File: src/stni_pkg.sv
// Shared types and constants of the steer table interpolation block.
package stni_pkg;

  localparam int ROWS_DEF = 16;
  localparam int COLS_DEF = 16;
  localparam int DW       = 16;
  localparam int CNTW     = 5;
  localparam int DIFW     = 18;
  localparam int NUMW     = 36;
  localparam int DENW     = 17;

  typedef enum logic [1:0] {
    OP_VEL   = 2'd0,
    OP_STEER = 2'd1,
    OP_CELL  = 2'd2,
    OP_QUERY = 2'd3
  } op_e;

  localparam logic REG_ROW_COUNT = 1'b0;
  localparam logic REG_COL_COUNT = 1'b1;

  typedef enum logic [3:0] {
    S_IDLE,
    S_COL_RD,
    S_COL_CMP,
    S_ROW_RD,
    S_ROW_CMP,
    S_ROW_END,
    S_LO_WT,
    S_HI_WT,
    S_Y0_WT,
    S_Y1_WT,
    S_MUL,
    S_DIV_GO,
    S_DIV_WT,
    S_FIN
  } st_e;

  typedef struct packed {
    logic busy;
    logic done;
  } div_stat_t;

endpackage

File: src/stni_absdiff.sv
// Shared distance unit: absolute difference and compare against the best so far.
module stni_absdiff (
  input  logic signed [stni_pkg::DIFW-1:0] a_i,
  input  logic signed [stni_pkg::DIFW-1:0] b_i,
  input  logic        [stni_pkg::DIFW-1:0] best_i,
  output logic        [stni_pkg::DIFW-1:0] dist_o,
  output logic                             less_o
);
  import stni_pkg::*;
  logic signed [DIFW:0] diff;
  logic        [DIFW:0] mag;

  // form the distance and compare
  always_comb begin
    diff   = (DIFW+1)'(a_i) - (DIFW+1)'(b_i);
    mag    = diff[DIFW] ? -diff : diff;
    dist_o = mag[DIFW-1:0];
    less_o = (mag[DIFW-1:0] < best_i);
  end
endmodule

File: config.mk
export PLATFORM = sky130hd
export DESIGN_NAME = stni_absdiff
export DESIGN_NICKNAME = d
export VERILOG_FILES = /design/src/stni_pkg.sv /design/src/stni_absdiff.sv
export SDC_FILE = /design/constraint.sdc
export NUM_CORES = 1
export LEC_CHECK = 0
export ABC_AREA = 1
export BUFFER_PORTS_ARGS = -buffer_cell sky130_fd_sc_hd__buf_2
export CORE_MARGIN = 10
export CORE_UTILIZATION = 54
export DETAILED_ROUTE_END_ITERATION = 8
export GPL_ROUTABILITY_DRIVEN = 0
export GPL_TIMING_DRIVEN = 0
export PLACE_DENSITY = 0.85
export REMOVE_ABC_BUFFERS = 1
export SKIP_LAST_GASP = 1
export SLEW_MARGIN = 5
export SYNTH_ARGS = -nofsm -noshare
export SYNTH_HDL_FRONTEND = slang
export SYNTH_SLANG_ARGS = --single-unit
File: constraint.sdc
create_clock -name vclk -period 3.7
set_clock_uncertainty 0.1 [all_clocks]
set_input_delay 0.37 -clock vclk [all_inputs]
set_output_delay 0.37 -clock vclk [all_outputs]
set_load 0.01 [all_outputs]
## Word-level counts from Yosys, hierarchy flattened

Cells that the tools add are included.

| word-level totals | value |
|---|---|
| bits of input ports | 54 |
| flip-flop bits (word level) | 0 |
| output and inout bits | 19 |
| logic and storage cells | 4 |

| cells by class | value |
|---|---|
| $lt $le $gt $ge | 1 |
| muxes and demuxes | 1 |
| add/sub/neg operators | 2 |

Operators by type and width:

| kind | count |
|---|---|
| $sub A18 B18 Y19 | 1 |
| $lt A18 B18 Y1 | 1 |
| $mux W18 | 1 |
| $neg A18 Y18 | 1 |

## Longest topological paths before layout

| logic depth | value |
|---|---|
| word-level depth | 4 |
| gate-level depth with buffers | 26 |
| gate-level depth less buffers | 25 |

## Least setup slack after synthesis

No wires, ideal clock.

| timing | value |
|---|---|
| kind | input to output |
| start point | input a_i[0] in the netlist's numbering |
| end point | output less_o |
| data required time | 3230 ps |
| path buffers | 0 |
| arrival time | 3028 ps |
| cell stages on the path | 18 |
| path slack | 202 ps |
| cells stage by stage | inv_1 -> ha_1 -> fa_1 -> nand2_1 -> a21oi_1 -> nand3_1 -> nor2_1 -> nand3_2 -> nor2_4 -> nand3_2 -> nand2_2 -> xor2_1 -> ha_1 -> nand2_1 -> nor2_1 -> a211oi_1 -> a21oi_1 -> nor2_1 |

| between the ends | value |
|---|---|
| cells in the longest elaborated chain, start to end | 4 |

RTL lines:

| element | line | text |
|---|---|---|
| start, declared | stni_absdiff.sv:3 | `input logic signed [stni_pkg::DIFW-1:0] a_i,` |
| $sub A18 B18 Y19 * | stni_absdiff.sv:15 | `diff = (DIFW+1)'(a_i) - (DIFW+1)'(b_i);` |
| $neg A18 Y18 | stni_absdiff.sv:16 | `mag = diff[DIFW] ? -diff : diff;` |
| $mux W18 * | stni_absdiff.sv:16 |  |
| named net dist_o (one bit) | stni_absdiff.sv:6 | `output logic [stni_pkg::DIFW-1:0] dist_o,` |
| $lt A18 B18 Y1 * | stni_absdiff.sv:18 | `less_o = (mag[DIFW-1:0] < best_i);` |
| end, declared | stni_absdiff.sv:7 | `output logic less_o` |

Mark *: on every way through the listed nets, which the timed path passes. The rest lies on a longest branch.

## Final worst setup path

| timing | value |
|---|---|
| start point | input a_i[0] in the netlist's numbering |
| end point | output less_o |

| between the ends | value |
|---|---|
| cells in the longest elaborated chain, start to end | 4 |

RTL lines:

| element | line |
|---|---|
| $sub A18 B18 Y19 * | stni_absdiff.sv:15 |
| $neg A18 Y18 | stni_absdiff.sv:16 |
| $mux W18 * | stni_absdiff.sv:16 |
| $lt A18 B18 Y1 * | stni_absdiff.sv:18 |

Mark *: on every way between the ends. The rest lies on a longest branch, timed or not.

==> impl_metrics.yaml <==
placement:
  hpwl_um: 5070
  place_area_um2: 2610
  portBuffers: 73
setup_path:
  endpoint_kind: "primary output"
  worstSetupPathType: "input port to primary output"
  cp.arrival_ns: 3.28
  crit_path_start: "a_i[0]"
  endpoint: "less_o"
  start_kind: "input port"
  required_ns: 3.23
  critPathMaxFanout: 3
synth:
  synth_compound_area_share_pct: 8.22
  synthSimpleGateAreaFrac_pct: 46.8
  synth_mux_area_share_pct: 0
  synth_top_family_by_area: "simple AND/OR/NAND/NOR gates"
  syn_avg_cell_area_um2: 5.20
  synth_common_cells: "nand2_1, inv_1, ha_1, nand3_1, nor2_1"
  syn_inst: 421
  synth.most_common_cell: "nand2_1"
  synth_xor_area_share_pct: 5.20
  synth_area_um2: 2190
  synth_top_cell_by_area: "nand2_1"
  synth-adder-area-share_pct: 21.5
  synth.top_cell.area_share_pct: 23.0
  yosysWarnings: 0
  synthTopCellsByArea: "nand2_1, ha_1, inv_1"
  yosys.cell_types.count: 24
  seq_area_frac_synth_pct: 0
sta:
  setup_violations: 1
  fin_ws_ns: -0.0506
  maxSlewViolCount: 0
  fin_crit_sh_pct: 101
  worst_pin_slew_ns: 0.268
  hold_viol_final: 0
  hold_ws_ns: 1.03
  max_clock_freq_ghz: 0.267
  rsz0062_at_grt: "yes"
  relSlewSlack_pct: 82.1
  setup_tns_ns: -0.0506
  min_period_ns: 3.75
layout:
  area_growth_pct: 38.5
  antenna-diode-count: 0
  seqCellArea_um2: 0
  n_clock_buffer: 0
  fin_util_pct: 76.4
  final_area_um2: 3030
  drive_above_1_share_pct: 30.5
  design.seq.count: 0
  multiInputGateArea_um2: 2090
  num-fill-cells: 338
  finalNetCount: 601
die:
  row_count: 23
  io_pins: 73
  initial_core_util_pct: 55.2
  die_h_um: 83.7
  core_um2: 3970
  chipWidth_um: 83.7
  die-area_um2: 7000
grt:
  grt_pass1_wl_um: 10400
  grt_overflow: 0
  grt_antenna_before_repair: 0
  grt_max_degree: 8
  grtUsageTotal_pct: 15.7
  first_global_vias: 2645
power_and_ir_drop:
  power.total_mw: 0.794
  power_density_nw_per_um2: 262
  peakVddDrop_v: 0.0000887
  static-leakage-power_nw: 1.84
route:
  wl_per_cell_um: 12.2
  drc_errors: 0
  wl_um: 6780
  drt_iter0_markers: 156
  viasPerCell: 5.05
  drt_first_pass_iters: 4
  vias: 2818
  ant_nets: 0
run_status:
  violations: "negative setup slack"
  status: "finished with violations"
job:
  drv_cap: 0
min_path:
  worstHoldPathType: "input port to primary output"
critical path: stages:
cell      delay (ns)
buf_6           0.08
inv_4           0.03
ha_4            0.14
fa_2            0.56
ha_2            0.18
inv_2           0.04
nor2_4          0.09
nand3_2         0.08
nor2_1          0.13
nand2_1         0.09
nor2_2          0.16
nor2_1          0.07
xor2_1          0.22
ha_1            0.28
nand2_2         0.09
nor2_2          0.04
a211oi_2        0.15
nand2_1         0.07
nand2_1         0.11
a21oi_2         0.07
nor2_1          0.10
buf_2           0.13
where the power goes:
group          total (mW)  switching [mW]  leakage (nW)  internal [mW]
clock                   0               0             0              0
combinational       0.794           0.458          1.84          0.336
sequential              0               0             0              0
total               0.794           0.458          1.84          0.336
logic make-up (layout without fill, tap and decap cells):
family                     after synthesis  in the layout
and+or+nand+nor                        232            232
buffers and inverters                  105            192
adders and majority gates               37             37
AOI/OAI and AO/OA                       34             34
xor gates and xnor gates                13             13
per-stage QoR:
| step | setup slack (ns) | cells |
|---|---|---|
| 6_report | -0.0506 | 558 |
| 5_1_grt | -0.249 | 558 |
| 4_1_cts | 0.00222 | 547 |
| 3_5_place_dp | -0.0794 | 543 |
| 3_3_place_gp | -0.0333 | 543 |
| 2_1_floorplan | 0.201 | 420 |
placed cells by master (no fill, tap or decap), types with 2 or more instances in the layout:
master	count
nand3b_1	4
o21ai_0	4
nand4_1	7
nor2_4	3
o21ai_1	2
buf_2	71
xor2_1	7
nand2_1	127
nand2_2	17
nand3_2	6
nor2_1	26
buf_4	15
buf_6	2
ha_4	14
a21oi_1	20
nand3_1	28
ha_1	19
a21oi_2	4
xnor2_1	4
ha_2	3
a211oi_2	2
nand2_4	2
nor3_1	4
inv_1	98
nor2_2	5
inv_2	5
how the worst min path moves through the flow:
| stage | endpoint | cells past startpoint | from |
|---|---|---|---|
| after floorplan | dist_o[0] | 2 | b_i[0] |
| after CTS | dist_o[0] | 4 | b_i[0] |
| after global placement | dist_o[0] | 4 | b_i[0] |
| after detailed placement | dist_o[0] | 4 | b_i[0] |
| final | dist_o[0] | 4 | b_i[0] |
| after global routing | dist_o[0] | 4 | b_i[0] |
layer usage:
layer | up-vias | GRT usage (%) | share of wire, %
met5 | - | 0 | 0
met4 | 0 | 2.59 | 1.7
met3 | 12 | 2.44 | 6.2
met2 | 96 | 28.1 | 49
met1 | 1237 | 19.2 | 43
li1 | 1473 | - | -
cell type report:
class / count / share of cell area [%]
multi-input combinational: 316 / 68.8
inverter: 104 / 12.9
timing repair buffer: 88 / 16.2
tap: 50 / 2.06
timing repair:
action	CTS	global route
cloned	0	0
setup endpoints to repair	1	1
gates resized for setup	9	57
pin swaps	9	29
setup buffers	4	11
hold buffers	0	0
Note: power is estimated with default switching activity, not from simulation.
