### src/stni_pkg.sv
// Shared types and constants of the steer table interpolation block.
package stni_pkg;

  localparam int ROWS_DEF = 16;
  localparam int COLS_DEF = 16;
  localparam int DW       = 16;
  localparam int CNTW     = 5;
  localparam int DIFW     = 18;
  localparam int NUMW     = 36;
  localparam int DENW     = 17;

  typedef enum logic [1:0] {
    OP_VEL   = 2'd0,
    OP_STEER = 2'd1,
    OP_CELL  = 2'd2,
    OP_QUERY = 2'd3
  } op_e;

  localparam logic REG_ROW_COUNT = 1'b0;
  localparam logic REG_COL_COUNT = 1'b1;

  typedef enum logic [3:0] {
    S_IDLE,
    S_COL_RD,
    S_COL_CMP,
    S_ROW_RD,
    S_ROW_CMP,
    S_ROW_END,
    S_LO_WT,
    S_HI_WT,
    S_Y0_WT,
    S_Y1_WT,
    S_MUL,
    S_DIV_GO,
    S_DIV_WT,
    S_FIN
  } st_e;

  typedef struct packed {
    logic busy;
    logic done;
  } div_stat_t;

endpackage

### src/stni_div.sv
// Restoring serial divider, one quotient bit per cycle.
module stni_div (
  input  logic                       clk_i,
  input  logic                       rst_ni,
  input  logic                       start_i,
  input  logic [stni_pkg::NUMW-1:0]  num_i,
  input  logic [stni_pkg::DENW-1:0]  den_i,
  output logic [stni_pkg::NUMW-1:0]  quot_o,
  output stni_pkg::div_stat_t        stat_o
);
  import stni_pkg::*;
  localparam int CW = $clog2(NUMW + 1);

  logic [NUMW-1:0] nq_q;
  logic [DENW-1:0] den_q;
  logic [DENW-1:0] rem_q;
  logic [CW-1:0]   cnt_q;
  logic            busy_q;
  logic            done_q;
  logic [DENW:0]   trial;
  logic            fits;

  // shift in the next numerator bit and try the subtract
  always_comb begin
    trial = {rem_q, nq_q[NUMW-1]};
    fits  = (trial >= {1'b0, den_q});
  end

  // step the division
  always_ff @(posedge clk_i or negedge rst_ni) begin
    if (!rst_ni) begin
      busy_q <= 1'b0;
      done_q <= 1'b0;
      cnt_q  <= '0;
    end else begin
      done_q <= 1'b0;
      if (start_i) begin
        busy_q <= 1'b1;
        cnt_q  <= CW'(NUMW);
      end else if (busy_q) begin
        cnt_q <= cnt_q - 1'b1;
        if (cnt_q == CW'(1)) begin
          busy_q <= 1'b0;
          done_q <= 1'b1;
        end
      end
    end
  end

  // hold numerator/quotient and remainder
  always_ff @(posedge clk_i) begin
    if (start_i) begin
      nq_q  <= num_i;
      den_q <= den_i;
      rem_q <= '0;
    end else if (busy_q) begin
      nq_q  <= {nq_q[NUMW-2:0], fits};
      rem_q <= fits ? DENW'(trial - {1'b0, den_q}) : trial[DENW-1:0];
    end
  end

  assign quot_o      = nq_q;
  assign stat_o.busy = busy_q;
  assign stat_o.done = done_q;
endmodule

### config.mk
export PLATFORM = sky130hd
export DESIGN_NAME = stni_div
export DESIGN_NICKNAME = d
export VERILOG_FILES = /design/src/stni_pkg.sv /design/src/stni_div.sv
export SDC_FILE = /design/constraint.sdc
export NUM_CORES = 1
export LEC_CHECK = 0
export ABC_AREA = 1
export BUFFER_PORTS_ARGS = -buffer_cell sky130_fd_sc_hd__buf_4
export CAP_MARGIN = 5
export CORE_MARGIN = 1.5
export CORE_UTILIZATION = 59
export CTS_CLUSTER_DIAMETER = 80
export DETAILED_ROUTE_END_ITERATION = 10
export PLACE_DENSITY = 0.84
export SLEW_MARGIN = 20
export SYNTH_ARGS = -nofsm -noshare
export SYNTH_HDL_FRONTEND = slang
export SYNTH_SLANG_ARGS = --single-unit
### constraint.sdc
create_clock -name clk_i -period 2.9 [get_ports clk_i]
set_clock_uncertainty 0.05 [all_clocks]
set_input_delay 0.87 -clock clk_i [delete_from_list [all_inputs] [get_ports clk_i]]
set_output_delay 0.87 -clock clk_i [all_outputs]
set_load 0.01 [all_outputs]
# Word-level counts from Yosys, hierarchy flattened
# Index checks and enable logic that the tools add are counted.
[classes]
add_sub_neg = 2
n_lt_le_gt_ge = 1
n_eq_ne = 1
mux = 11
n_reduce_logical = 1
[ops]
columns = ["operator", "n"]
rows = [
  ["2-to-1 mux 36 bit", 2],
  ["greater-or-equal comparator 18 x 17 -> 1 bit", 1],
  ["2-to-1 mux 17 bit", 1],
  ["subtractor 17 bit", 1],
  ["2-to-1 mux 6 bit", 2],
  ["equality test 6 x 1 -> 1 bit, second input constant", 1],
  ["2-to-1 mux 1 bit", 6],
  ["subtractor 6 x 1 -> 6 bit, second input constant", 1],
  ["nonzero test 2 bit", 1],
]
[totals]
ff_bits = 78
inputBits = 56
output_inout_bits = 38
word_cells = 22

# Longest topological paths before layout
[logic_depth]
depth_word = 4
ltp_mapped = 15
depth_no_buf = 15

# Least setup slack after synthesis
# Ideal clock, no wire load.
[synth_path]
path_kind = "input-to-reg"
start = "in start_i"
end = "reg nq_q[0] (netlist: quot_o[0]) (enable)"
setup_time_ns = 0.394
arrival_time_ns = 1.716
t_required_ns = 2.456
path_slack_ns = 0.740
stages = 2
path_cell_list = "nor2_1 > inv_1"
[synth_via]
elab_chain_cells = 1
[synth_rtl]
columns = ["item", "line", "rtl"]
rows = [
  ["start, declared", "stni_div.sv:5", "input logic start_i,"],
  ["nonzero test 2 bit (no source line)", "--", ""],
  ["end signal, assigned", "stni_div.sv:53", "nq_q <= num_i;"],
  ["end signal, assigned", "stni_div.sv:57", "nq_q <= {nq_q[NUMW-2:0], fits};"],
  ["end, declared", "stni_div.sv:14", "logic [NUMW-1:0] nq_q;"],
]
# Every way passes these cells.
# A chain may end at the register's enable or synchronous reset.

# Worst setup path in the final report
[layout_path]
start = "reg den_q[11]"
end = "reg rem_q[10]"
[layout_via]
elab_chain_cells = 2
[layout_rtl]
columns = ["item", "line", "rtl"]
rows = [
  ["start, declared", "stni_div.sv:15", "logic [DENW-1:0] den_q;"],
  ["start signal, assigned", "stni_div.sv:54", "den_q <= den_i;"],
  ["greater-or-equal comparator 18 x 17 -> 1 bit", "stni_div.sv:26", "fits = (trial >= {1'b0, den_q});"],
  ["2-to-1 mux 17 bit", "stni_div.sv:58", "rem_q <= fits ? DENW'(trial - {1'b0, den_q}) : trial[DENW-1:0];"],
  ["end signal, assigned", "stni_div.sv:58", ""],
  ["end, declared", "stni_div.sv:16", "logic [DENW-1:0] rem_q;"],
]
# Every way passes these cells.

==> results by group <==
Yosys
  – Syn_nets: 637
  – Post-Synthesis Cells: 561
  – #FFs+latches synth: 78
  – Synth warnings: 0
  – Syn avg cell area: 7.79 µm²
  – Cell area after synthesis: 4370 µm²
  – Yosys cell types: 27
  – Seq/Total Area, Yosys: 0.488

Clock network
  – Number of H-tree levels: 3
  – Setup bufs post-CTS: 0
  – Clock-pin slew on the worst setup and hold paths: 90 ps
  – CTS sink cnt: 78
  – Num CTS Buffers: 9
  – Root buffer cell: clkbuf_8
  – CTS Buffer Depth: 2
  – Clock Latency Late Sink: 350 ps
  – CTS hold repair buffers: 0
  – Resize count post-CTS: 0
  – CTS tree: built

Place
  – HPWL after DPL: 7.26 mm
  – DP Area: 5150 µm²
  – DP Cell Count: 743
  – Buffers on Ports: 93
  – GPL Wtd Cong: 0.992

Global routing
  – Largest net degree at the start of global routing: 48
  – Vias in the first global route: 3630
  – Grt ovf: 0
  – Initial antenna violation count: 0
  – Gr usage total: 0.273
  – First-pass GRT wire length: 16.5 mm

Critical path
  – Slowest stage delay, CP: 400 ps
  – Setup crit start: den_q[11]$_DFFE_PP_
  – Crit path depth: 11
  – CP Data Arrival Time: 2590 ps
  – Worst Setup End Kind: flip-flop
  – Setup CP Type: reg2reg
  – Worst Path Max Fanout: 16
  – CP most frequent cell: nand2_1
  – Crit-path leading delay family: simple AND/OR/NAND/NOR gates
  – Crit path cell chain: inv_1 -> ha_1 -> nand2_1 -> nand2_1 -> nand2_1 -> a21oi_1 -> nor2_1 -> nand2_2 -> o21ai_0 -> nand3_1 -> nand2_1
  – R2r worst-path depth: 11
  – CP max stage cell: ha_1
  – Critical Path Start Type: flip-flop
  – Critical Path RT: 3150 ps
  – WP buf/inv: 1
  – Worst r2r src: den_q[11]$_DFFE_PP_

Power and ir drop
  – Leak: 0.00281 µW
  – Power per cell area: 714 nW/µm²
  – Peak supply drop: 333 µV

Floorplan
  – I/O Pins: 94
  – Die Y: 89.1 µm
  – Initial Utilization: 0.606
  – Die area: 7940 µm²
  – # rows: 31
  – Die width: 89.1 µm
  – Core Footprint: 7210 µm²

Run
  – Max Cap Viol: 0

Timing
  – Endpoints failing setup: 0
  – Final Critical Period: 2340 ps
  – Fmax: 427 MHz
  – Period utilization: 0.807
  – Fin Hold WS: 265 ps
  – Worst-Margin Slew: 507 ps
  – RSZ-0062 raised after global routing: false
  – Max transition margin: 0.662
  – Fin. Hold Viols: 0
  – Max Slew Vio Count: 0
  – Post-route setup TNS: 0 ps

Cells and area
  – Area Growth Syn to Fin: 22.1%
  – Fill cells: 595
  – Nets: 731
  – Final Instance Area: 5340 µm²
  – Layout cells sized above 1: 0.180
  – Final std cells w/o fill: 759
  – Antenna diode count: 0

Hold path
  – HP Class: in2async

Drt
  – Remaining routing DRC violations: 0
  – Number of DRC violations after detailed-routing iteration 0: 348
  – Vias per cell: 5.10
  – DRT antenna net count: 0
  – DRT Pass-1 Iters: 5
  – Vias after detailed routing: 3872
  – WL final: 10.1 mm
  – Routed len/inst: 13.3 µm

Run status
  – Status: complete, no violations
## state kept, by name, indices dropped and copies added, names as in the netlist
signal / flops
done_q: 1
quot_o: 36
busy_q: 1
den_q: 17
cnt_q: 6
rem_q: 17
## placed cells by master (no fill, tap or decap), types with 2 or more instances in the layout
cell type | netlist | routed
nand2_1 | 237 | 237
buf_4 | 2 | 99
inv_1 | 80 | 80
edfxtp_1 | 53 | 53
nand3_1 | 47 | 47
nor2_1 | 23 | 23
ha_1 | 19 | 19
dfxtp_1 | 17 | 17
a21oi_1 | 12 | 12
o21ai_0 | 12 | 12
nand3b_1 | 9 | 9
clkbuf_8 | 0 | 9
dfrtp_1 | 8 | 8
nor3_1 | 7 | 7
xnor2_1 | 7 | 7
nand2_2 | 4 | 4
o21bai_1 | 2 | 2
clkbuf_1 | 8 | 2
## power by group
| group | total [µW] | switching, µW | internal, µW |
|---|---|---|---|
| Clock | 815 | 414 | 402 |
| Sequential | 1470 | 104 | 1370 |
| Combinational | 1520 | 920 | 602 |
## final timing paths
kind	end	slack [ps]
setup / recovery	rem_q[10]$_SDFFE_PP0P_	560
hold / removal	cnt_q[1]$_DFFE_PN0P_	260
setup reg to reg	rem_q[10]$_SDFFE_PP0P_	560
hold reg to reg	rem_q[9]$_SDFFE_PP0P_	420
max in group asynchronous	cnt_q[4]$_DFFE_PN0P_	2400
min in group clk_i	rem_q[9]$_SDFFE_PP0P_	420
## area by class of cell
class,instances,area [µm²],share of cell area
Clock buffer,11,131,0.0246
Tap cell,99,124,0.0232
Clock inverter,5,60.1,0.0112
Multi-Input combinational cell,386,1830,0.343
Timing Repair Buffer,100,763,0.143
Inverter,80,300,0.0562
Sequential cell,78,2130,0.399
## per-layer routing
metal / routed length, µm / share of wire / vias up / global-route usage
met3: 804 / 0.080 / 14 / 0.0803
met1: 4490 / 0.45 / 1769 / 0.359
li1: - / - / 1956 / -
met4: 139 / 0.014 / 0 / 0.101
met5: 0 / 0 / - / 0
met2: 4640 / 0.46 / 133 / 0.431
## synth_stat cells
| cell type | number | area (µm²) |
|---|---|---|
| dfrtp_1 | 8 | 200 |
| dfxtp_1 | 17 | 340 |
| nor4_1 | 1 | 6.26 |
| nor2_2 | 1 | 6.26 |
| edfxtp_1 | 53 | 1590 |
| nand2_2 | 4 | 25.0 |
| and2_1 | 1 | 6.26 |
| buf_2 | 1 | 5.00 |
| buf_4 | 2 | 15.0 |
| nor2_1 | 23 | 86.3 |
| clkbuf_1 | 8 | 30.0 |
| nand2_1 | 237 | 890 |
| inv_1 | 80 | 300 |
| nor3_1 | 7 | 35.0 |
| fa_1 | 1 | 20.0 |
| nand4_1 | 1 | 6.26 |
| o21ai_0 | 12 | 60.1 |
| ha_1 | 19 | 238 |
| o21bai_1 | 2 | 15.0 |
| buf_1 | 1 | 3.75 |
| a31oi_1 | 1 | 6.26 |
| a21oi_1 | 12 | 60.1 |
| buf_6 | 5 | 56.3 |
| o22ai_1 | 1 | 6.26 |
| xnor2_1 | 7 | 61.3 |
| nand3_1 | 47 | 235 |
| nand3b_1 | 9 | 67.6 |
## cell families (layout without fill, tap and decap cells)
group           after synthesis  after routing  synth area share
xor+xnor                      7              7            0.0140
buf+inv                      97            196            0.0938
fa+ha+maj                    20             20            0.0589
compound gates               28             28            0.0338
simple gates                331            331             0.312
flops                        78             78             0.488
## per-stage QoR
| stage | util | power [µW] | setup WS [ps] |
|---|---|---|---|
| after global placement | 0.714 | 2950 | 717 |
| after detailed placement | 0.714 | 2990 | 665 |
| after CTS | 0.740 | 3810 | 642 |
| final | 0.740 | 3810 | 559 |
| after floorplan | - | 2600 | 740 |
| after global routing | 0.740 | 4100 | 472 |
Note: power is estimated with default switching activity, not from simulation.
