**src/stni_ram.sv**
```systemverilog
// Generic single write port RAM with registered read.
module stni_ram #(
  parameter int WIDTH = 16,
  parameter int DEPTH = 16,
  parameter int AW    = 4
) (
  input  logic             clk_i,
  input  logic             we_i,
  input  logic [AW-1:0]    waddr_i,
  input  logic [WIDTH-1:0] wdata_i,
  input  logic [AW-1:0]    raddr_i,
  output logic [WIDTH-1:0] rdata_o
);
  logic [WIDTH-1:0] mem_q [DEPTH];
  logic [WIDTH-1:0] rdata_q;

  // write and registered read
  always_ff @(posedge clk_i) begin
    if (we_i) begin
      mem_q[waddr_i] <= wdata_i;
    end
    rdata_q <= mem_q[raddr_i];
  end

  assign rdata_o = rdata_q;
endmodule

```
**config.mk**
```make
export PLATFORM = sky130hd
export DESIGN_NAME = stni_ram
export DESIGN_NICKNAME = d
export VERILOG_FILES = /design/src/stni_ram.sv
export SDC_FILE = /design/constraint.sdc
export NUM_CORES = 1
export LEC_CHECK = 0
export BUFFER_PORTS_ARGS = -buffer_cell sky130_fd_sc_hd__buf_4
export CORE_ASPECT_RATIO = 0.9
export CORE_MARGIN = 2
export CORE_UTILIZATION = 40
export CTS_BUF_LIST = sky130_fd_sc_hd__clkbuf_16
export CTS_CLUSTER_SIZE = 10
export DETAILED_ROUTE_END_ITERATION = 10
export PLACE_DENSITY_LB_ADDON = 0.05
export SYNTH_ARGS = -nofsm -noshare
export SYNTH_HDL_FRONTEND = slang
export SYNTH_SLANG_ARGS = --single-unit
```
**constraint.sdc**
```tcl
create_clock -name clk_i -period 3.83 [get_ports clk_i]
set_input_delay 0.383 -clock clk_i [delete_from_list [all_inputs] [get_ports clk_i]]
set_output_delay 0.383 -clock clk_i [all_outputs]
set_load 0.03 [all_outputs]
```
# ---- After elaboration in Yosys (flattened, before gate mapping)
# Memory sizes are Yosys's and may differ from the RTL's. A register that Yosys moved wholly into a read port is not among the register bits.
# Cells that the tools add are included.
dict set report classes {
  muxes 2
}
# cell count
set ops {}
lappend ops {{1-bit 2-to-1 mux} 2}
dict set report word_totals {
  reg_bits 0
  word_cells 3
  n_memories 1
  ramBits 256
  inputBits 26
  out_inout_bits 16
}
# name depth width rd rd_ports_with_merged_regs write_ports line
set memory_table {}
lappend memory_table {mem_q 16 16 1 1 1 14} ;# logic [WIDTH-1:0] mem_q [DEPTH];

# ---- Logic depth before layout (Yosys ltp)
# Gate-level depths: netlist (run 1).
dict set report logic_depth {
  ltp_word 2
  ltp_mapped 5
  ltp_nobuf 3
}

# ---- Worst setup path after synthesis (run 1)
# Ideal clock, no wire load.
dict set report synth_path {
  path_type {input port to flip-flop}
  from {input waddr_i[2]}
  to {memory mem_q[0][0], enable pin}
  setup_ns 0.409
  slack_ns 1.392
  arrival_time_ns 2.029
  n_path_buf 0
  path_stages 2
  required_ns 3.421
  cell_sequence {or3b_2 nor3_1}
}
# element line
set synth_lines {}
lappend synth_lines {{start: declaration} 9} ;# input logic [AW-1:0] waddr_i,
lappend synth_lines {{end: declaration} 14}
# Straight into the memory's write port.

# ---- Worst setup path after layout (run 1)
dict set report layout_path {
  from {input waddr_i[2]}
  to {memory mem_q[1][1], enable pin}
}
# Straight into the memory's write port.

==> results of run 1 <==
[metrics by stage]
step                      util (%)  hold WS [ps]  total power, mW  cells  area (sq um)
after CTS                     47.0           122             6.28    867         11700
after floorplan                  -           482             3.61    432         10000
after global routing          47.0           134             6.42    867         11700
after detailed placement      43.5           660             3.77    811         10800
final                         47.0           133             6.22    867         11700
after global placement        43.5           662             3.76    811         10800
[metal layers]
metal | wire [um] | part of all wire, % | GRT usage, % | vias to the layer above
li1 | - | - | - | 1981
met1 | 10500 | 47 | 25.9 | 2538
met2 | 10300 | 46 | 26.7 | 114
met3 | 881 | 4.0 | 2.61 | 47
met4 | 561 | 2.5 | 4.96 | 0
met5 | 0 | 0 | 0 | -
[layout make-up]
cell class                 instances  area share [%]
tap                              342            3.65
clock inverter                    25           0.801
sequential                       272            68.4
clock buffer                      31            6.62
timing repair buffer              58            3.72
multi-input combinational        139            16.9
[power by group]
group | total, mW | internal, mW | switching, mW
Combinational | 0.349 | 0.139 | 0.210
Sequential | 3.35 | 3.33 | 0.0179
Clock | 2.52 | 1.44 | 1.08
[sequential cells by signal, indices dropped and copies added, names as in the netlist]
signal and cells:
rdata_o 16, mem_q 256
[critical path, delay by kind of cell]
family | cells | cell delay (ps)
buf+inv | 1 | 120
simple gates | 2 | 1550
[cell usage in the layout (no fill, tap or decap)]
cell / synthesis / routed
and2_1: 1 / 1
mux4_1: 10 / 10
nor2b_2: 0 / 2
inv_1: 0 / 22
a22oi_1: 32 / 32
nor2_4: 0 / 1
mux4_2: 54 / 54
nand3b_1: 2 / 2
clkinv_1: 0 / 3
buf_4: 3 / 58
or3b_2: 1 / 1
nor2_2: 0 / 12
clkbuf_16: 0 / 31
nor3_2: 0 / 4
nand3_1: 1 / 1
nand2b_1: 2 / 2
nand2_1: 17 / 17
edfxtp_1: 256 / 256
dfxtp_1: 16 / 16
[worst paths after layout]
| check | from | to | slack (ps) | cells past startpoint |
|---|---|---|---|---|
| worst max register to register | mem_q[1][10] | rdata_o[10] | 2450 | 3 |
| worst min register to register | mem_q[12][3] | rdata_o[3] | 670 | 3 |
| worst min-delay path | wdata_i[12] | mem_q[6][12] | 130 | 1 |
| worst max-delay path | waddr_i[2] | mem_q[1][1] | 1910 | 3 |
[cells by family after synthesis]
| kind of cell | synth area share (%) |
|---|---|
| and+or+nand+nor | 1.92 |
| muxes | 14.7 |
| AOI/OAI and AO/OA | 2.39 |
| DFF | 79.7 |
| buffers and inverters | 1.23 |
==> reports/results.tsv, run 1 <==
stage	metric	value	unit
drt	Routed WL per cell	25.7	um
clocking	CTS sink count	272	
timing	period utilization	50.2	%
clocking	TritonCTS buffer count	31	
timing	Tmin final	1920	ps
placed_design	port bufs	41	
drt	vias post-DR	4680	
floorplan	Initial Utilization	40.3	%
run	total of max-cap violations	0	
synthesis	Post-Syn Instances	432	
critical_path	crit path DAT	2070	ps
critical_path	max incr delay on CP	1010	ps
clocking	CTS clk-pin slew, worst paths	60	ps
floorplan	CORE AREA	24900	sq um
critical_path	Critical-path top delay cell	nor2_2	
clocking	Worst-Skew Late Latency	550	ps
clocking	CTS tree	built	
placed_design	gp weighted congestion	0.688	
clocking	# hold bufs at CTS	0	
min_path	Worst Hold Class	in -> reg	
clocking	Root Driver	clkbuf_16	
global_route	largest net degree at the start of global routing	65	
synthesis	top-count cell post-synth	edfxtp_1	
clocking	Post-CTS Resized	0	
floorplan	die area	26400	sq um
floorplan	die width	171	um
timing	Clock Skews	9.31	ps
critical_path	worst path cell trace	buf_4 -> or3b_2 -> nor2_2	
synthesis	Synth area leader	edfxtp_1	
final_layout	area of the multi-input gates	1970	sq um
global_route	global-route wire length before repair	32600	um
synthesis	ys async rst share	0	%
run_status	status	complete, no violations	
timing	final hold violation count	0	
timing	Setup Viol. Count Final	0	
synthesis	post-synth top area share	76.5	%
drt	vias per std cell	5.40	
global_route	vias in the first global route	4906	
final_layout	Nets	528	
global_route	gr usage total	17.3	%
synthesis	Net Count, Synth	458	
timing	worst-margin pin slew	1320	ps
synthesis	Synth Register Bits	272	
floorplan	num rows	55	
pwr	Max rail drop VDD	0.319	mV
pwr	leakage power	3.86	nW
drt	WL final	22300	um
critical_path	Setup CP Type	in -> reg	
final_layout	Filler Cell Count	2147	
critical_path	Crit path required time	3980	ps
global_route	initial antenna violation count	0	
clocking	clock buffer depth	3	
critical_path	CP endpoint kind	flop	
floorplan	IO Count	42	
final_layout	P&R area growth vs syn	16.6	%
synthesis	Primary FF master, synth	edfxtp_1	
timing	RSZ-0062 raised after global routing	no	
timing	final setup TNS	0	ps
synthesis	Seq/Total Area, Yosys	79.7	%
critical_path	startpoint types	input port	
final_layout	FF/Latch Area	8010	sq um
timing	slew margin rel.	12.0	%
floorplan	Die Ht	154	um
drt	initial DRC count	430	
drt	ANT nets after route	0	
synthesis	Synth Area per Inst	23.2	sq um
critical_path	crit-path max FO	16	
timing	Final Max Tran Viols	0	
synthesis	main area contributors after synthesis	edfxtp_1 77%, mux4_2 12%, dfxtp_1 3.2%, mux4_1 2.6%, a22oi_1 2.4%	
global_route	GRT overflow	0	
placed_design	Final HPWL DP	12000	um
timing	maximum achievable frequency	520	MHz
synthesis	synthesized area	10000	sq um
pwr	Power Density	531	nW/um^2
synthesis	Synth warnings	0	
synthesis	synth cell count leaders	256 x edfxtp_1, 54 x mux4_2, 32 x a22oi_1, 17 x nand2_1, 16 x dfxtp_1	
final_layout	n_diodes	0	
placed_design	Place WS	1330	ps
clocking	# H-tree levels	1	
drt	# DRC	0	
final_layout	share of cells above drive strength 1	31.0	%
clocking	# Post-CTS Setup Buffers	0	
timing	worst setup slack after layout	1910	ps
synthesis	post-synthesis cell type count	19	
drt	DRT Pass-1 Iters	4	
synthesis	Post-synth EDFFs	256	
Power figures use the tool's default switching activity.
==> inputs of run 2 (changes only) <==
- clock period: 3.83 -> 1.9 ns (I/O delays scaled with it)
==> run 2 against run 1 <==
  * Via count barely moved
  * Worst hold slack better by 5.9 ps
  * Cell count grew 3.0%
  * Sequential power is 100% higher
  * Clock-buffer cell count unchanged
  * Sequential share of layout area is 2.4 points lower
  * Utilization increased by 1.7 points
  * Die area stayed put
  * First-iteration DRC count fell by 14%
  * Clock skew increased by 4.1 ps
  * Combinational power rose by 120%
  * Critical path depth is the same
==> reports/results.tsv, run 2 (synthesis gave the netlist of run 1 again) <==
stage	metric	value	unit
critical_path	Setup CP Type	reg -> reg	
drt	Highest Signal Layer	met4	
timing	RSZ-0062 raised after global routing	no	
drt	DRT Pass-1 Iters	4	
floorplan	die width	171	um
critical_path	Reg2Reg Setup Slack	590	ps
final_layout	share of cells above drive strength 1	32.1	%
floorplan	IO Count	42	
clocking	clock buffer depth	3	
timing	final setup TNS	0	ps
timing	maximum achievable frequency	762	MHz
pwr	combinational share of power	6.1	%
timing	Setup Viol. Count Final	0	
pwr	Clk pwr share	40.1	%
floorplan	num rows	55	
drt	Met3 Routed Length	1600	um
global_route	gr usage total	17.3	%
pwr	leakage power	4.04	nW
final_layout	max FFs per register	256	
drt	initial DRC count	370	
clocking	CTS sink count	272	
pwr	Net Sw Frac	20.8	%
timing	final hold violation count	0	
timing	Tmin final	1310	ps
placed_design	Final HPWL DP	12400	um
timing	slew margin rel.	23.7	%
critical_path	max incr delay on CP	500	ps
floorplan	CORE AREA	24900	sq um
clocking	Worst-Skew Late Latency	540	ps
critical_path	startpoint types	flop	
critical_path	crit-path max FO	1	
global_route	global-route wire length before repair	32500	um
drt	vias per std cell	5.25	
placed_design	gp weighted congestion	0.693	
final_layout	commonest non-fill, non-tap cell in the layout	edfxtp_1	
timing	Final Max Tran Viols	0	
timing	worst-margin pin slew	1140	ps
pwr	Internal Pwr Total	9.93	mW
final_layout	Nets	557	
run_status	status	complete, no violations	
final_layout	area of the multi-input gates	1990	sq um
floorplan	Die Ht	154	um
min_path	Worst Hold Class	in -> reg	
critical_path	R2R Path Start	mem_q[1][7]	
critical_path	worst r2r dst	rdata_o[7]	
drt	# DRC	0	
critical_path	CP Depth	3	
global_route	largest net degree at the start of global routing	40	
global_route	vias in the first global route	4953	
critical_path	Worst R2R Path Depth	3	
drt	M1 WL	10200	um
drt	Routed WL per cell	24.7	um
final_layout	Filler Cell Count	2093	
critical_path	Worst setup endpoint	rdata_o[7]	
final_layout	FF/Latch Area	8010	sq um
clocking	CTS tree	built	
pwr	Power Density	1030	nW/um^2
final_layout	Final Util	48.7	%
pwr	Reg power frac	53.8	%
critical_path	Critical-path top delay cell	mux4_1	
timing	worst hold margin	139	ps
clocking	CTS clk-pin slew, worst paths	50	ps
floorplan	Initial Utilization	40.3	%
timing	Clock Skews	13.4	ps
critical_path	worst path cell trace	mux4_1 -> a22oi_1 -> nand2_1	
drt	DR WL met2	9970	um
global_route	initial antenna violation count	0	
final_layout	n_diodes	0	
critical_path	Buf/Inv on CP	0	
critical_path	Crit path required time	2320	ps
critical_path	crit path DAT	1730	ps
drt	vias post-DR	4684	
placed_design	port bufs	41	
drt	WL final	22100	um
critical_path	CP endpoint kind	flop	
clocking	# H-tree levels	1	
critical_path	cell family with most CP delay	multiplexers	
clocking	Root Driver	clkbuf_16	
pwr	switching power total	2.61	mW
clocking	Post-CTS Resized	0	
global_route	GRT overflow	0	
final_layout	commonest cells after routing, fill and taps aside	256 x edfxtp_1, 58 x buf_4, 54 x mux4_2, 32 x a22oi_1, 31 x clkbuf_16	
drt	ANT nets after route	0	
critical_path	Critical Path Start	mem_q[1][7]	
run	total of max-cap violations	0	
clocking	TritonCTS buffer count	31	
floorplan	die area	26400	sq um
timing	period utilization	69.1	%
final_layout	Largest Register	mem_q	
final_layout	P&R area growth vs syn	20.9	%
pwr	Max rail drop VDD	0.517	mV
==> run 2: changes by cell type in the layout (fill, tap and decap cells not counted), sizes merged <==
cell         change
clkinv           -3
dlygate4sd3     +16
buf             +13
==> run 2: worst min path at each step <==
| stage | start | to | slack, ps | cells past startpoint |
|---|---|---|---|---|
| finish | raddr_i[2] | rdata_o[0] | 140 | 4 |
| global route | raddr_i[2] | rdata_o[0] | 150 | 4 |
| CTS | raddr_i[2] | rdata_o[0] | 120 | 4 |
| detailed placement | wdata_i[1] | mem_q[11][1] | 500 | 1 |
| global placement | wdata_i[9] | mem_q[14][9] | 480 | 1 |
| floorplan | wdata_i[0] | mem_q[0][0] | 290 | 0 |
==> run 2: metal layers <==
layer	vias up	track usage, %
li1	2042	-
met1	2471	27.1
met2	145	25.8
met3	26	3.15
met4	0	3.11
met5	-	0
==> run 2: layout make-up <==
cell class	count	area share, %
flip-flops and latches	272	65.9
multi-input cells	139	16.4
repair buffers	87	7.05
clock buffers	31	6.39
well taps	342	3.52
clock inverters	22	0.721
==> run 2: tightest hold or removal path, delay by kind of cell <==
kind,cells,cell delay [ps]
AND/OR/NAND/NOR,2,160
buffers and inverters,1,100
AO/OA/AOI/OAI,1,170
==> run 2: per-stage QoR <==
step	cell area [sq um]	power, mW	cells	worst slack, ps
floorplan	10100	7.27	432	32.8
global placement	11100	7.61	824	219
detailed placement	11100	7.63	824	232
CTS	12100	12.7	893	577
global route	12100	13.0	893	521
finish	12100	12.5	893	587
==> run 2: repair_timing <==
action,4_1_cts,5_1_grt
buffers inserted,0,0
hold buffers,16,0
hold endpoints to repair,256,0
endpoints found under the setup margin,0,0
==> run 2: power by group through the flow <==
stage / Combinational [mW] / Sequential, mW / Clock [mW]
6_report: 0.761 / 6.75 / 5.03
5_1_grt: 0.819 / 6.76 / 5.42
4_1_cts: 0.778 / 6.75 / 5.17
3_5_place_dp: 0.751 / 6.88 / 0
3_3_place_gp: 0.740 / 6.87 / 0
2_1_floorplan: 0.328 / 6.94 / 0
==> inputs of run 3 (changes only) <==
- clock period: 1.9 -> 1.2 ns (I/O delays scaled with it)
==> run 3 against run 2 <==
  * The run now ends with setup timing left
  * Sequential share of layout area down 3.9 points
  * Cell area rose by 6.3%
  * Clock skew fell by 5.7 ps
  * Register-to-register slack lost 650 ps
  * Via count rose by 2.5%
  * Combinational power up 84%
  * Maximum frequency up 4.0%
  * Power up 70%
  * First-iteration DRC count fell by 5.1%
==> reports/results.tsv, run 3 (synthesis gave the netlist of run 1 again) <==
stage	metric	value	unit
global_route	M1 GR Usage	25.1	%
critical_path	Reg2Reg Setup Slack	-60	ps
clocking	clock buffer depth	3	
timing	worst hold margin	135	ps
clocking	# Post-CTS Setup Buffers	0	
global_route	GR Layer Usage met2	29.4	%
placed_design	Final HPWL DP	13300	um
drt	WL final	22500	um
final_layout	Largest Register	mem_q	
pwr	total power	21.3	mW
final_layout	Post-Layout Cell Count	933	
run	total of max-cap violations	0	
placed_design	Placed Instances	856	
critical_path	worst r2r dst	rdata_o[2]	
final_layout	commonest non-fill, non-tap cell in the layout	edfxtp_1	
run_status	status	finished with violations	
final_layout	P&R area growth vs syn	28.5	%
global_route	global-route wire length before repair	33300	um
timing	final hold violation count	0	
placed_design	port bufs	41	
placed_design	gp weighted congestion	0.695	
pwr	Power Density	1650	nW/um^2
final_layout	n_diodes	0	
clocking	TritonCTS buffer count	34	
final_layout	commonest cells after routing, fill and taps aside	256 x edfxtp_1, 73 x buf_4, 64 x mux4_2, 37 x clkbuf_16, 30 x buf_12	
critical_path	crit path DAT	1620	ps
critical_path	crit-path max FO	1	
critical_path	Critical Path Start	mem_q[11][2]	
critical_path	cell family with most CP delay	multiplexers	
min_path	Worst Hold Class	in -> reg	
floorplan	CORE AREA	24900	sq um
run_status	violated checks	setup timing	
critical_path	Crit path required time	1560	ps
pwr	Max rail drop VDD	1.05	mV
timing	Clock Skews	7.67	ps
final_layout	share of cells above drive strength 1	42.0	%
critical_path	CP Depth	3	
global_route	gr usage total	17.8	%
clocking	CTS sink count	272	
timing	Tmin final	1260	ps
drt	initial DRC count	351	
final_layout	max FFs per register	256	
drt	vias post-DR	4803	
critical_path	max incr delay on CP	480	ps
critical_path	CP endpoint kind	flop	
drt	Routed WL per cell	24.1	um
clocking	CTS clk-pin slew, worst paths	60	ps
clocking	Worst-Skew Late Latency	480	ps
drt	ANT nets after route	0	
timing	slew margin rel.	42.8	%
critical_path	worst path cell trace	mux4_2 -> a22oi_2 -> nand2_2	
timing	maximum achievable frequency	792	MHz
critical_path	R2R Path Start	mem_q[11][2]	
global_route	M3 GR Usage	2.79	%
final_layout	Nets	592	
floorplan	die width	171	um
critical_path	Worst setup endpoint	rdata_o[2]	
timing	worst setup slack after layout	-62.5	ps
global_route	initial antenna violation count	0	
pwr	leakage power	4.32	nW
clocking	Root Driver	clkbuf_16	
floorplan	die area	26400	sq um
timing	worst-margin pin slew	854	ps
global_route	GRT overflow	0	
critical_path	Buf/Inv on CP	0	
floorplan	num rows	55	
drt	# DRC	0	
floorplan	Initial Utilization	40.3	%
clocking	CTS tree	built	
floorplan	IO Count	42	
critical_path	startpoint types	flop	
global_route	largest net degree at the start of global routing	25	
drt	vias per std cell	5.15	
critical_path	Critical-path top delay cell	mux4_2	
global_route	vias in the first global route	5122	
floorplan	Die Ht	154	um
final_layout	Filler Cell Count	2025	
timing	RSZ-0062 raised after global routing	yes	
timing	period utilization	105	%
critical_path	Worst R2R Path Depth	3	
critical_path	Setup CP Type	reg -> reg	
timing	Setup Viol. Count Final	7	
clocking	# H-tree levels	2	
timing	Final Max Tran Viols	0	
global_route	grt peak-use layer	met2	
drt	DRT Pass-1 Iters	4	
## run 3: how the worst min path moves through the flow
stage / start / endpoint / cells after the start / slack [ps]
after floorplan: wdata_i[0] / mem_q[0][0] / 0 / 220
after global placement: wdata_i[11] / mem_q[14][11] / 1 / 410
after detailed placement: wdata_i[8] / mem_q[12][8] / 1 / 420
after CTS: raddr_i[3] / rdata_o[0] / 4 / 130
after global routing: raddr_i[3] / rdata_o[0] / 4 / 160
final: raddr_i[3] / rdata_o[13] / 4 / 130
## run 3: final cells by class
cell class | instances | area [sq um] | share of cell area, %
Clock buffer | 37 | 926 | 7.17
Clock inverter | 24 | 121 | 0.940
Multi-Input combinational cell | 139 | 2110 | 16.4
Sequential cell | 272 | 8010 | 62.1
Tap cell | 342 | 428 | 3.32
Timing Repair Buffer | 119 | 1310 | 10.1
## run 3: through the flow
step	setup slack (ps)	setup TNS, ps	cell area (sq um)	utilization [%]
2_1_floorplan	-250	-14380	10200	-
3_3_place_gp	-368	-38340	11600	46.6
3_5_place_dp	-374	-38260	11600	46.6
4_1_cts	-96.0	-345	12900	51.6
5_1_grt	-78.5	-825	12900	51.8
6_report	-62.5	-121	12900	51.8
## run 3: where the power goes
part           total, mW  switching [mW]  leakage [nW]  internal [mW]
combinational       1.40           0.747          1.28          0.654
clock               9.23            3.52         0.588           5.71
sequential          10.7          0.0644          2.45           10.6
## run 3: routing by layer
| layer | wire, um | up-vias |
|---|---|---|
| met1 | 9740 | 2547 |
| met5 | 0 | - |
| met3 | 1230 | 30 |
| met4 | 317 | 0 |
| li1 | - | 2106 |
| met2 | 11200 | 120 |
## run 3: tightest hold or removal path, delay by kind of cell
kind | cells | cell delay (ps)
buffers and inverters | 1 | 110
and+or+nand+nor | 2 | 180
AOI/OAI and AO/OA | 1 | 170
## run 3: timing repair
item | in CTS | in global routing
hold buffers | 16 | 0
hold endpoints to repair | 256 | 0
pin swaps | 2 | 3
setup endpoints to repair | 16 | 16
gates resized for setup | 13 | 11
